--- config.mk ---
export PLATFORM = sky130hd
export DESIGN_NAME = multi_stack_shared_memory
export DESIGN_NICKNAME = d
export VERILOG_FILES = /design/src/rtl/mssm_pkg.sv /design/src/rtl/mssm_store.sv /design/src/rtl/mssm_seq.sv /design/src/rtl/multi_stack_shared_memory.sv
export SDC_FILE = /design/constraint.sdc
export NUM_CORES = 2
export LEC_CHECK = 0
export BUFFER_PORTS_ARGS = -buffer_cell sky130_fd_sc_hd__buf_2
export CAP_MARGIN = 25
export CORE_UTILIZATION = 43
export DETAILED_ROUTE_END_ITERATION = 8
export SETUP_SLACK_MARGIN = 0.5
export SLEW_MARGIN = 20
export SYNTH_ARGS = -nofsm -noshare
export SYNTH_HDL_FRONTEND = slang
export SYNTH_HIERARCHICAL = 1
export SYNTH_SLANG_ARGS = --single-unit
--- constraint.sdc ---
create_clock -name clk -period 6.7 [get_ports clk]
set_clock_uncertainty 0.2 [all_clocks]
set_input_delay 1.005 -clock clk [delete_from_list [all_inputs] [get_ports clk]]
set_output_delay 1.005 -clock clk [all_outputs]
set_load 0.02 [all_outputs]
--- src/rtl/mssm_pkg.sv ---
`default_nettype none

package mssm_pkg;

    // Default sizing of the shared store
    localparam int MEM_DEPTH_DEF  = 32;
    localparam int MAX_STACKS_DEF = 8;
    localparam int DATA_WIDTH_DEF = 32;

    // Fixed widths of the channel fields
    localparam int CFG_W       = 4;
    localparam int STACK_NUM_W = 3;
    localparam int FIELD_W     = 32;

    // Most entries listed by one display request
    localparam int MAX_RESULTS = 32;

    typedef enum logic [1:0] {
        REQ_PUSH = 2'd0,
        REQ_POP  = 2'd1,
        REQ_SHOW = 2'd2,
        REQ_NONE = 2'd3
    } req_t;

    typedef enum logic [1:0] {
        ST_OK        = 2'd0,
        ST_BAD_STACK = 2'd1,
        ST_FULL      = 2'd2,
        ST_EMPTY     = 2'd3
    } status_t;

    // Result load request from the sequencer to the output register
    typedef struct packed {
        logic    load;
        status_t status;
        logic    from_mem;
        logic    last;
    } mssm_res_t;

endpackage

`default_nettype wire

--- src/rtl/mssm_store.sv ---
`default_nettype none

module mssm_store
    import mssm_pkg::*;
#(
    parameter int DEPTH = MEM_DEPTH_DEF,
    parameter int WIDTH = DATA_WIDTH_DEF
) (
    input  wire logic                     clk,
    input  wire logic                     wr_en,
    input  wire logic [$clog2(DEPTH)-1:0] wr_addr,
    input  wire logic [WIDTH-1:0]         wr_data,
    input  wire logic                     rd_en,
    input  wire logic [$clog2(DEPTH)-1:0] rd_addr,
    output logic      [WIDTH-1:0]         rd_data
);

    logic [WIDTH-1:0] mem [DEPTH];

    // Write one word
    always_ff @(posedge clk)
    begin
        if (wr_en)
        begin
            mem[wr_addr] <= wr_data;
        end
    end

    // Read one word, data valid the next cycle and held until the next read
    always_ff @(posedge clk)
    begin
        if (rd_en)
        begin
            rd_data <= mem[rd_addr];
        end
    end

endmodule

`default_nettype wire

--- src/rtl/mssm_seq.sv ---
`default_nettype none

module mssm_seq
    import mssm_pkg::*;
#(
    parameter int MEM_DEPTH  = MEM_DEPTH_DEF,
    parameter int MAX_STACKS = MAX_STACKS_DEF,
    parameter int DATA_WIDTH = DATA_WIDTH_DEF
) (
    input  wire logic                         clk,
    input  wire logic                         rst_n,
    input  wire logic                         cfg_wr_en,
    input  wire logic [CFG_W-1:0]             stack_count,
    input  wire logic                         in_valid,
    output logic                              in_ready,
    input  wire logic [1:0]                   req_type,
    input  wire logic [STACK_NUM_W-1:0]       stack_number,
    input  wire logic signed [FIELD_W-1:0]    push_value,
    input  wire logic                         out_free,
    output mssm_res_t                         res,
    output logic                              wr_en,
    output logic [$clog2(MEM_DEPTH)-1:0]      wr_addr,
    output logic [DATA_WIDTH-1:0]             wr_data,
    output logic                              rd_en,
    output logic [$clog2(MEM_DEPTH)-1:0]      rd_addr
);

    localparam int AW  = $clog2(MEM_DEPTH);
    localparam int CW  = $clog2(MEM_DEPTH + 1);
    localparam int LIM = (MAX_STACKS < MEM_DEPTH) ? MAX_STACKS : MEM_DEPTH;
    localparam int SCW = $clog2(LIM + 1);
    localparam int SIW = (LIM > 1) ? $clog2(LIM) : 1;

    typedef enum logic [3:0] {
        S_IDLE  = 4'b0001,
        S_CHECK = 4'b0010,
        S_EMIT  = 4'b0100,
        S_SPARE = 4'b1000
    } state_t;

    state_t state_reg, state_next;

    logic [SCW-1:0] count_reg;
    logic [CW-1:0]  seg_reg;
    logic [CW-1:0]  fill_reg [MAX_STACKS];

    req_t                   req_reg;
    logic [STACK_NUM_W-1:0] snum_reg;
    logic                   bad_reg;
    logic                   top_stack_reg;
    logic [CW-1:0]          cnt_reg;
    logic [CW-1:0]          base_reg;
    logic [DATA_WIDTH-1:0]  val_reg;
    logic [AW-1:0]          rd_addr_reg;
    logic [AW-1:0]          end_addr_reg;

    logic [CW-1:0]             seg_tab [LIM];
    logic [SCW-1:0]            cfg_cnt;
    logic [SCW-1:0]            cfg_m1;
    logic [CW-1:0]             cnt_sel;
    logic [CW+STACK_NUM_W-1:0] base_prod;
    logic [CW-1:0]             cap;
    logic [CW-1:0]             first;
    logic [CW:0]               wr_sum;
    logic [CW:0]               start_sum;
    logic [CW:0]               top_sum;
    logic                      fill_inc;
    logic                      fill_dec;
    logic                      in_fire;

    // Segment size for each stack count, settled at elaboration
    for (genvar c = 1; c <= LIM; c++)
    begin : g_seg
        localparam int SEG = MEM_DEPTH / c;
        assign seg_tab[c-1] = CW'(SEG);
    end

    // Clamp the written stack count into 1..LIM
    always_comb
    begin
        if (stack_count == '0)
        begin
            cfg_cnt = SCW'(1);
        end
        else if (int'(stack_count) > LIM)
        begin
            cfg_cnt = SCW'(LIM);
        end
        else
        begin
            cfg_cnt = SCW'(stack_count);
        end
        cfg_m1 = cfg_cnt - 1'b1;
    end

    // Pick the fill count of the addressed stack
    always_comb
    begin
        cnt_sel = '0;
        for (int i = 0; i < MAX_STACKS; i++)
        begin
            if (int'(stack_number) == i)
            begin
                cnt_sel = fill_reg[i];
            end
        end
    end

    assign base_prod = seg_reg * stack_number;
    assign in_ready  = (state_reg == S_IDLE);
    assign in_fire   = in_valid && in_ready;

    // Segment bounds of the latched request
    always_comb
    begin
        cap       = top_stack_reg ? (CW'(MEM_DEPTH) - base_reg) : seg_reg;
        first     = (int'(cnt_reg) > MAX_RESULTS) ? (cnt_reg - CW'(MAX_RESULTS)) : '0;
        wr_sum    = {1'b0, base_reg} + {1'b0, cnt_reg};
        start_sum = {1'b0, base_reg} + {1'b0, first};
        top_sum   = wr_sum - 1'b1;
    end

    assign wr_addr = AW'(wr_sum);
    assign wr_data = val_reg;

    // Sequence one request: check, modify counts, stream reads to the output
    always_comb
    begin
        state_next   = state_reg;
        res          = '0;
        res.status   = ST_OK;
        wr_en        = 1'b0;
        rd_en        = 1'b0;
        rd_addr      = AW'(rd_addr_reg + 1'b1);
        fill_inc     = 1'b0;
        fill_dec     = 1'b0;
        unique case (state_reg)
            S_IDLE:
            begin
                if (in_fire && req_t'(req_type) != REQ_NONE)
                begin
                    state_next = S_CHECK;
                end
            end
            S_CHECK:
            begin
                if (out_free)
                begin
                    state_next = S_IDLE;
                    if (bad_reg)
                    begin
                        res.load   = 1'b1;
                        res.status = ST_BAD_STACK;
                        res.last   = 1'b1;
                    end
                    else
                    begin
                        case (req_reg) inside
                            REQ_PUSH:
                            begin
                                res.load = 1'b1;
                                res.last = 1'b1;
                                if (cnt_reg >= cap)
                                begin
                                    res.status = ST_FULL;
                                end
                                else
                                begin
                                    wr_en    = 1'b1;
                                    fill_inc = 1'b1;
                                end
                            end
                            REQ_POP, REQ_SHOW:
                            begin
                                if (cnt_reg == '0)
                                begin
                                    res.load   = 1'b1;
                                    res.status = ST_EMPTY;
                                    res.last   = 1'b1;
                                end
                                else
                                begin
                                    rd_en      = 1'b1;
                                    state_next = S_EMIT;
                                    if (req_reg == REQ_POP)
                                    begin
                                        rd_addr  = AW'(top_sum);
                                        fill_dec = 1'b1;
                                    end
                                    else
                                    begin
                                        rd_addr = AW'(start_sum);
                                    end
                                end
                            end
                            default:
                            begin
                                state_next = S_IDLE;
                            end
                        endcase
                    end
                end
            end
            S_EMIT:
            begin
                if (out_free)
                begin
                    res.load     = 1'b1;
                    res.from_mem = 1'b1;
                    res.last     = (rd_addr_reg == end_addr_reg);
                    if (rd_addr_reg == end_addr_reg)
                    begin
                        state_next = S_IDLE;
                    end
                    else
                    begin
                        rd_en = 1'b1;
                    end
                end
            end
            default:
            begin
                state_next = S_IDLE;
            end
        endcase
    end

    // Control state: sequencer, stack count, segment size, fill counts
    always_ff @(posedge clk or negedge rst_n)
    begin
        if (!rst_n)
        begin
            state_reg <= S_IDLE;
            count_reg <= SCW'(1);
            seg_reg   <= CW'(MEM_DEPTH);
            for (int i = 0; i < MAX_STACKS; i++)
            begin
                fill_reg[i] <= '0;
            end
        end
        else
        begin
            state_reg <= state_next;
            if (cfg_wr_en)
            begin
                count_reg <= cfg_cnt;
                seg_reg   <= seg_tab[cfg_m1[SIW-1:0]];
            end
            for (int i = 0; i < MAX_STACKS; i++)
            begin
                if (cfg_wr_en)
                begin
                    fill_reg[i] <= '0;
                end
                else if (int'(snum_reg) == i && fill_inc)
                begin
                    fill_reg[i] <= fill_reg[i] + 1'b1;
                end
                else if (int'(snum_reg) == i && fill_dec)
                begin
                    fill_reg[i] <= fill_reg[i] - 1'b1;
                end
            end
        end
    end

    // Latch the request and its segment figures on acceptance
    always_ff @(posedge clk)
    begin
        if (in_fire)
        begin
            req_reg       <= req_t'(req_type);
            snum_reg      <= stack_number;
            bad_reg       <= int'(stack_number) >= int'(count_reg);
            top_stack_reg <= (int'(stack_number) + 1) == int'(count_reg);
            cnt_reg       <= cnt_sel;
            base_reg      <= CW'(base_prod);
            val_reg       <= DATA_WIDTH'(push_value);
        end
        if (rd_en)
        begin
            rd_addr_reg <= rd_addr;
        end
        if (state_reg == S_CHECK)
        begin
            end_addr_reg <= AW'(top_sum);
        end
    end

endmodule

`default_nettype wire

--- src/rtl/multi_stack_shared_memory.sv ---
`default_nettype none

// Channel   Handshake                Payload
// cfg       cfg_wr_en                stack_count
// in        in_valid / in_ready      req_type, stack_number, push_value
// out       out_valid / out_ready    status, data_value, last_of_run
//
// One request at a time. A push and any failed check return their result from
// the check state; a pop or a display reads the store and returns its entries
// from the emit state, paced by the single read port of the shared store.
// Reset empties every stack and sets one stack; the store itself is not
// cleared. A stalled output holds the sequencer and any display in progress.

module multi_stack_shared_memory
    import mssm_pkg::*;
#(
    parameter int MEM_DEPTH  = MEM_DEPTH_DEF,
    parameter int MAX_STACKS = MAX_STACKS_DEF,
    parameter int DATA_WIDTH = DATA_WIDTH_DEF
) (
    input  wire logic                      clk,
    input  wire logic                      rst_n,
    input  wire logic                      cfg_wr_en,
    input  wire logic [CFG_W-1:0]          stack_count,
    input  wire logic                      in_valid,
    output logic                           in_ready,
    input  wire logic [1:0]                req_type,
    input  wire logic [STACK_NUM_W-1:0]    stack_number,
    input  wire logic signed [FIELD_W-1:0] push_value,
    output logic                           out_valid,
    input  wire logic                      out_ready,
    output logic [1:0]                     status,
    output logic signed [FIELD_W-1:0]      data_value,
    output logic                           last_of_run
);

    localparam int AW = $clog2(MEM_DEPTH);

    mssm_res_t                     res;
    logic                          out_free;
    logic                          wr_en;
    logic [AW-1:0]                 wr_addr;
    logic [DATA_WIDTH-1:0]         wr_data;
    logic                          rd_en;
    logic [AW-1:0]                 rd_addr;
    logic [DATA_WIDTH-1:0]         rd_data;
    logic signed [DATA_WIDTH-1:0]  rd_sdata;

    logic                          out_valid_reg;
    logic [1:0]                    status_reg;
    logic signed [FIELD_W-1:0]     data_reg;
    logic                          last_reg;

    mssm_seq #(
        .MEM_DEPTH  (MEM_DEPTH),
        .MAX_STACKS (MAX_STACKS),
        .DATA_WIDTH (DATA_WIDTH)
    ) u_seq (
        .clk          (clk),
        .rst_n        (rst_n),
        .cfg_wr_en    (cfg_wr_en),
        .stack_count  (stack_count),
        .in_valid     (in_valid),
        .in_ready     (in_ready),
        .req_type     (req_type),
        .stack_number (stack_number),
        .push_value   (push_value),
        .out_free     (out_free),
        .res          (res),
        .wr_en        (wr_en),
        .wr_addr      (wr_addr),
        .wr_data      (wr_data),
        .rd_en        (rd_en),
        .rd_addr      (rd_addr)
    );

    mssm_store #(
        .DEPTH (MEM_DEPTH),
        .WIDTH (DATA_WIDTH)
    ) u_store (
        .clk     (clk),
        .wr_en   (wr_en),
        .wr_addr (wr_addr),
        .wr_data (wr_data),
        .rd_en   (rd_en),
        .rd_addr (rd_addr),
        .rd_data (rd_data)
    );

    assign rd_sdata = rd_data;
    assign out_free = !out_valid_reg || out_ready;

    // Output beat valid: set on load, drop when taken
    always_ff @(posedge clk or negedge rst_n)
    begin
        if (!rst_n)
        begin
            out_valid_reg <= 1'b0;
        end
        else if (res.load)
        begin
            out_valid_reg <= 1'b1;
        end
        else if (out_ready)
        begin
            out_valid_reg <= 1'b0;
        end
    end

    // Output beat payload, sign-extended from the stored width
    always_ff @(posedge clk)
    begin
        if (res.load)
        begin
            status_reg <= res.status;
            data_reg   <= res.from_mem ? FIELD_W'(rd_sdata) : '0;
            last_reg   <= res.last;
        end
    end

    assign out_valid   = out_valid_reg;
    assign status      = status_reg;
    assign data_value  = data_reg;
    assign last_of_run = last_reg;

endmodule

`default_nettype wire

==> Word-level counts from Yosys, hierarchy flattened <==
Memory sizes are Yosys's and may differ from the RTL's. A register that Yosys moved wholly into a read port is not among the register bits.
Index checks and enable logic that the tools add are counted.
{ "totals": {"ff_bits": 153, "latch_bits": 0, "ramBits": 1024, "romBits": 48, "inputBits": 46, "output_inout_bits": 37, "wordCells": 215, "memories": 2} }
{ "op_classes": {"add_sub_neg": 24, "multipliers": 1, "div_mod_pow": 0, "order_cmp": 4, "eq_ne": 26, "shifts": 0, "muxes": 92, "bitwise": 3, "reduce_logical": 39} }
{ "memory_table": {"columns": ["memory", "depth", "width", "rd", "rd_ports_with_merged_regs", "wr", "line_no", "source"], "rows": [
  ["u_store.mem", 32, 32, 1, 1, 1, "mssm_store.sv:18", "logic [WIDTH-1:0] mem [DEPTH];"],
  ["(name not given)", 8, 6, 1, 1, 0, "mssm_seq.sv:247", "seg_reg <= seg_tab[cfg_m1[SIW-1:0]];"]
]} }
{ "ops": {"columns": ["operator", "n"], "rows": [
  ["6-bit 2-to-1 mux", 33],
  ["6-bit by 1-bit adder with 6-bit output, second input constant", 8],
  ["6-bit by 1-bit subtractor with 6-bit output, second input constant", 8],
  ["5-bit 2-to-1 mux", 8],
  ["4-bit 2-to-1 mux", 9],
  ["32-bit by 5-bit == test with 1-bit output", 1],
  ["1-bit 2-to-1 mux", 30],
  ["3-bit == test, second input constant", 8],
  ["3-bit nonzero test", 8],
  ["1-bit logical AND", 18],
  ["3-bit 2-to-1 mux", 6],
  ["3-bit by 2-bit == test with 1-bit output, second input constant", 4],
  ["4-bit case mux with 3 select lines", 1],
  ["5-bit adder", 2],
  ["5-bit by 1-bit subtractor with 5-bit output, second input constant", 2],
  ["2-bit != test, second input constant", 4],
  ["3-bit by 1-bit == test with 1-bit output, second input constant", 2],
  ["6-bit >= comparator", 1],
  ["6-bit greater-than comparator, second input constant", 1],
  ["3-bit zero test", 2],
  ["6-bit zero test", 1],
  ["6-bit by 3-bit multiplier with 6-bit output", 1],
  ["1-bit case mux with 2 select lines", 3],
  ["6-bit subtractor, first input constant", 1],
  ["other kinds (24)", 27]
]} }

==> Logic depth before layout (Yosys ltp) <==
{ "depth": {"ltp_word": 12, "mapped_depth": 18, "mapped_depth_nobuf": 17} }

==> By module <==
Netlist, hierarchy kept.
{ "by_module_without_submodules": {"columns": ["module", "instances", "cells_each", "area_per_inst_um2", "seq_area_each_um2"], "rows": [
  ["mssm_store", 1, 2260, 40812.9, 31710.4],
  ["mssm_seq", 1, 832, 8416.8, 3362.0],
  ["multi_stack_shared_memory", 1, 73, 1343.8, 1076.0]
]} }

==> Worst setup path before layout <==
OpenSTA, ideal clock, no wires.
{ "synth_path": {"kind": "flip-flop to flip-flop", "from": "register u_seq.base_reg[2]", "to": "memory u_store/mem[28][0] (netlist bit), enable pin", "setup_ps": 421, "arrival_time_ps": 4143, "required_time_ps": 6079, "slack_ps": 1936, "stages_incl_launch_ff": 14, "path_buffers": 1, "synth_period_minus_slack_ps": 4764, "path_cell_list": "edfxtp_1 > nor3_1 > nand2_1 > xor2_1 > nand2_1 > o21ai_0 > ha_1 > nand2_1 > o2111a_1 > o21ai_0 > nor3_1 > or3b_2 > clkbuf_1 > nor2_1"} }
{ "synth_via": {"elab_chain_cells": 10} }
{ "synth_rtl": {"columns": ["element", "line_no", "source"], "rows": [
  ["from (decl)", "mssm_seq.sv:52", "logic [CW-1:0] base_reg;"],
  ["from (signal assigned)", "mssm_seq.sv:277", "base_reg <= CW'(base_prod);"],
  ["6-bit subtractor", "mssm_seq.sv:116", "cap = top_stack_reg ? (CW'(MEM_DEPTH) - base_reg) : seg_reg;"],
  ["6-bit 2-to-1 mux", "mssm_seq.sv:116", null],
  ["6-bit >= comparator", "mssm_seq.sv:163", "if (cnt_reg >= cap)"],
  ["1-bit 2-to-1 mux", "mssm_seq.sv:163", null],
  ["1-bit 2-to-1 mux", "mssm_seq.sv:158", "case (req_reg) inside"],
  ["1-bit 2-to-1 mux", "mssm_seq.sv:150", "if (bad_reg)"],
  ["1-bit 2-to-1 mux", "mssm_seq.sv:147", "if (out_free)"],
  ["1-bit 2-to-1 mux", "mssm_seq.sv:137", "unique case (state_reg)"],
  ["net wr_en", "multi_stack_shared_memory.sv:41", "logic wr_en;"],
  ["1-bit 2-to-1 mux", "mssm_store.sv:23", "if (wr_en)"],
  ["1-bit 2-to-1 mux (not written as such)", "mssm_store.sv:25", "mem[wr_addr] <= wr_data;"],
  ["to (decl)", "mssm_store.sv:18", null]
]} }
The timed path passes the listed nets, and every way through them passes these cells.

==> Worst setup path in the final report <==
{ "layout_path": {"from": "register u_seq.cnt_reg[0]", "to": "register u_store.rd_data[5], read port of u_store.mem (data pin)"} }
{ "layout_rtl": {"columns": ["element", "line_no", "source"], "rows": [
  ["from (decl)", "mssm_seq.sv:51", "logic [CW-1:0] cnt_reg;"],
  ["from (signal assigned)", "mssm_seq.sv:276", "cnt_reg <= cnt_sel;"],
  ["5-bit adder", "mssm_seq.sv:118", "wr_sum = {1'b0, base_reg} + {1'b0, cnt_reg};"],
  ["net wr_addr[1]", "multi_stack_shared_memory.sv:42", "logic [AW-1:0] wr_addr;"],
  ["5-bit by 1-bit subtractor with 5-bit output", "mssm_seq.sv:120", "top_sum = wr_sum - 1'b1;"],
  ["net u_seq.top_sum[2]", "mssm_seq.sv:66", "logic [CW:0] top_sum;"],
  ["5-bit 2-to-1 mux", "mssm_seq.sv:185", "if (req_reg == REQ_POP)"],
  ["5-bit 2-to-1 mux", "mssm_seq.sv:175", "if (cnt_reg == '0)"],
  ["5-bit 2-to-1 mux (2 in a row)", "mssm_seq.sv:158", null],
  ["5-bit 2-to-1 mux", "mssm_seq.sv:150", null],
  ["5-bit 2-to-1 mux", "mssm_seq.sv:147", null],
  ["5-bit 2-to-1 mux", "mssm_seq.sv:137", null],
  ["net rd_addr[2]", "multi_stack_shared_memory.sv:45", "logic [AW-1:0] rd_addr;"],
  ["to (decl)", "mssm_store.sv:15", "output logic [WIDTH-1:0] rd_data"]
]} }
The timed path passes the listed nets, and every way through them passes these cells.
A chain may end at the register's enable or synchronous reset.

==> results.ini <==
[timing]
period_share=0.798
final-setup-viol-count=0
drv_slew=0
slew-limit-headroom=0.318
period_needed_ps=5340
worst_pin_slew_ps=1020
fmax_mhz=187
rsz0062_at_grt=no
setup-tns-final_ps=0
final-hold-violation-count=0

[yosys]
async_reset_ff_frac=0.0511
netlist_top_cells_area=edfxtp_1 (68%), mux2i_1 (11%), dfrtp_1 (2.9%)
synth-seq-area-share=0.715
yosysUniqueCellTypes=77
postSynthAreaPerCell_um2=16.0
yosysTopAreaCell=edfxtp_1
synth-warning-count=6
synth_edf_count=1152
syn_nets=3293
syn_area_um2=50600
synth_top_area_frac=0.684
ys_seq_elements=1214
synth_flop_cell=edfxtp_1
postSynthCellCount=3165

[placed_design]
portBuffers=82
place_congestion=0.862
dp_hpwl_mm=81.9
dpl_cell_area_um2=53500

[die]
die_y_um=345
die_area_um2=119000
pin_count=83
fp.dieW_um=345
core_um2=116000
initial_utilization=0.435
rows=125

[power_and_ir_drop]
powerDensity_nw_per_um2=288
total_power_uw=16600
peakVddDrop_v=0.000227
p_leak_uw=0.0206

[drt]
ant_nets=0
dr.pass1.iters=6
routedWlPerCell_um=26.7
vias=28040
via_per_inst=5.65
routed_wirelength_mm=133
drc=0
drt-initial-drc-count=2479

[grt]
antenna_found_initial=2
grt_pass1_wl_mm=193
overflow=0
grt_usage=0.224
grt_pass1_vias=27759
grt_max_degree=129

[clock_tree]
clkTransAtPathRegs_ps=60
htree_levels=4
cts_buffers=131
clk_latency_ps=750
cts_tree=built
cts_sinks=1214
clock_path_buffers=3
cts.hold.buffers_added=0
root_buffer=clkbuf_16
post-cts-setup-buffers=0
post_cts_resized=0

[worst_setup_path]
worst-r2r-cell-count=14
critPathLaunchType=register
path_max_fanout=58
critical_path_required_ps=6940
path_class=reg2reg
cp.arrival_ps=5580
end_kind=register

[final_layout]
fin_area_um2=57800
final_layout_size_suffix_gt1_frac=0.149
largest_register_ffs=1024
area_growth_pct=14.3
finalNetCount=3464

[job]
max-cap-violations=0

[outcome]
status=finished clean

[hold_path]
min_path_type=in2reg
min_delay_path_depth=1

==> through the flow <==
step	hold slack [ps]	worst slack [ps]	std cells	utilization
6_report	222	1360	4962	0.497
3_5_place_dp	302	1330	4723	0.459
2_1_floorplan	254	1940	3165	-
4_1_cts	178	1310	4956	0.496
3_3_place_gp	289	1320	4717	0.458
5_1_grt	179	962	4960	0.497
==> placed cells by master (no fill, tap or decap), types with 23 or more instances in the layout <==
cell type	n
buf_2	82
o21ai_0	36
clkinv_2	23
xnor2_1	27
nor2b_1	24
buf_4	81
clkinv_1	26
ha_1	68
nor2_4	33
a22oi_1	96
and2_2	33
a21oi_1	139
nand3_1	110
a22o_1	65
edfxtp_1	1152
nor2_1	62
mux2i_1	537
dfrtp_1	59
a31oi_1	38
inv_1	65
clkbuf_16	133
nand2_1	172
nor3_1	46
==> cell families after synthesis <==
kind of cell,count (synthesis),share of synthesized area
DFF,1214,0.715
muxes,557,0.111
and+or+nand+nor,548,0.0536
AOI/OAI and AO/OA,502,0.0690
buffers and inverters,221,0.0223
adders and majority gates,82,0.0224
xor gates and xnor gates,41,0.00710
==> final timing paths <==
| path | from | endpoint | slack [ps] |
|---|---|---|---|
| worst max-delay path | u_seq/cnt_reg[0] | u_store/rd_data[5] | 1360 |
| worst min-delay path | push_value[21] | u_seq/wr_data[21] | 220 |
| worst max register to register | u_seq/cnt_reg[0] | u_store/rd_data[5] | 1360 |
| worst min register to register | u_seq/seg_reg[5] | u_seq/seg_reg[5] | 310 |
| max in group asynchronous | rst_n | u_seq/state_reg[1] | 5460 |
| min in group asynchronous | rst_n | u_seq/fill_reg[36] | 250 |
==> metal layers <==
metal,wire (um),global-route usage,vias up
met5,0,0,-
met4,3620,0.0703,0
met3,7160,0.0329,194
met2,64300,0.368,874
met1,57500,0.308,14328
li1,-,-,12644
==> synthesized netlist by cell type (34+ instances only) <==
master / count
a22oi_1: 96
nand3_1: 110
mux2i_1: 537
o21ai_0: 36
edfxtp_1: 1152
buf_4: 34
dfrtp_1: 59
a21oi_1: 140
inv_1: 65
nor2_1: 95
clkbuf_1: 62
a22o_1: 65
ha_1: 68
nor3_1: 46
a31oi_1: 38
nand2_1: 173
==> final cells by class <==
type	count	area, um^2
tap	1524	1910
clock inverter	79	853
antenna	2	5.00
multi-input combinational	1730	13600
sequential	1214	36100
timing repair buffer	194	1630
fill	9702	58600
inverter	65	244
clock buffer	154	3420
==> report_power, final <==
group	internal, uW	switching, uW
sequential	8440	58.4
clock	4150	3020
combinational	276	685
==> critical path, stage by stage (launching register included) <==
cell and delay [ps]:
edfxtp_1 440, ha_1 270, fa_1 690, inv_1 80, ha_1 230, xnor2_1 180
o211ai_1 170, o21ai_0 340, nor2_4 680, buf_12 450, buf_12 280, a22o_1 170
nor3_1 60, a31oi_1 480, nand3_1 260
Note: power is estimated with default switching activity, not from simulation.
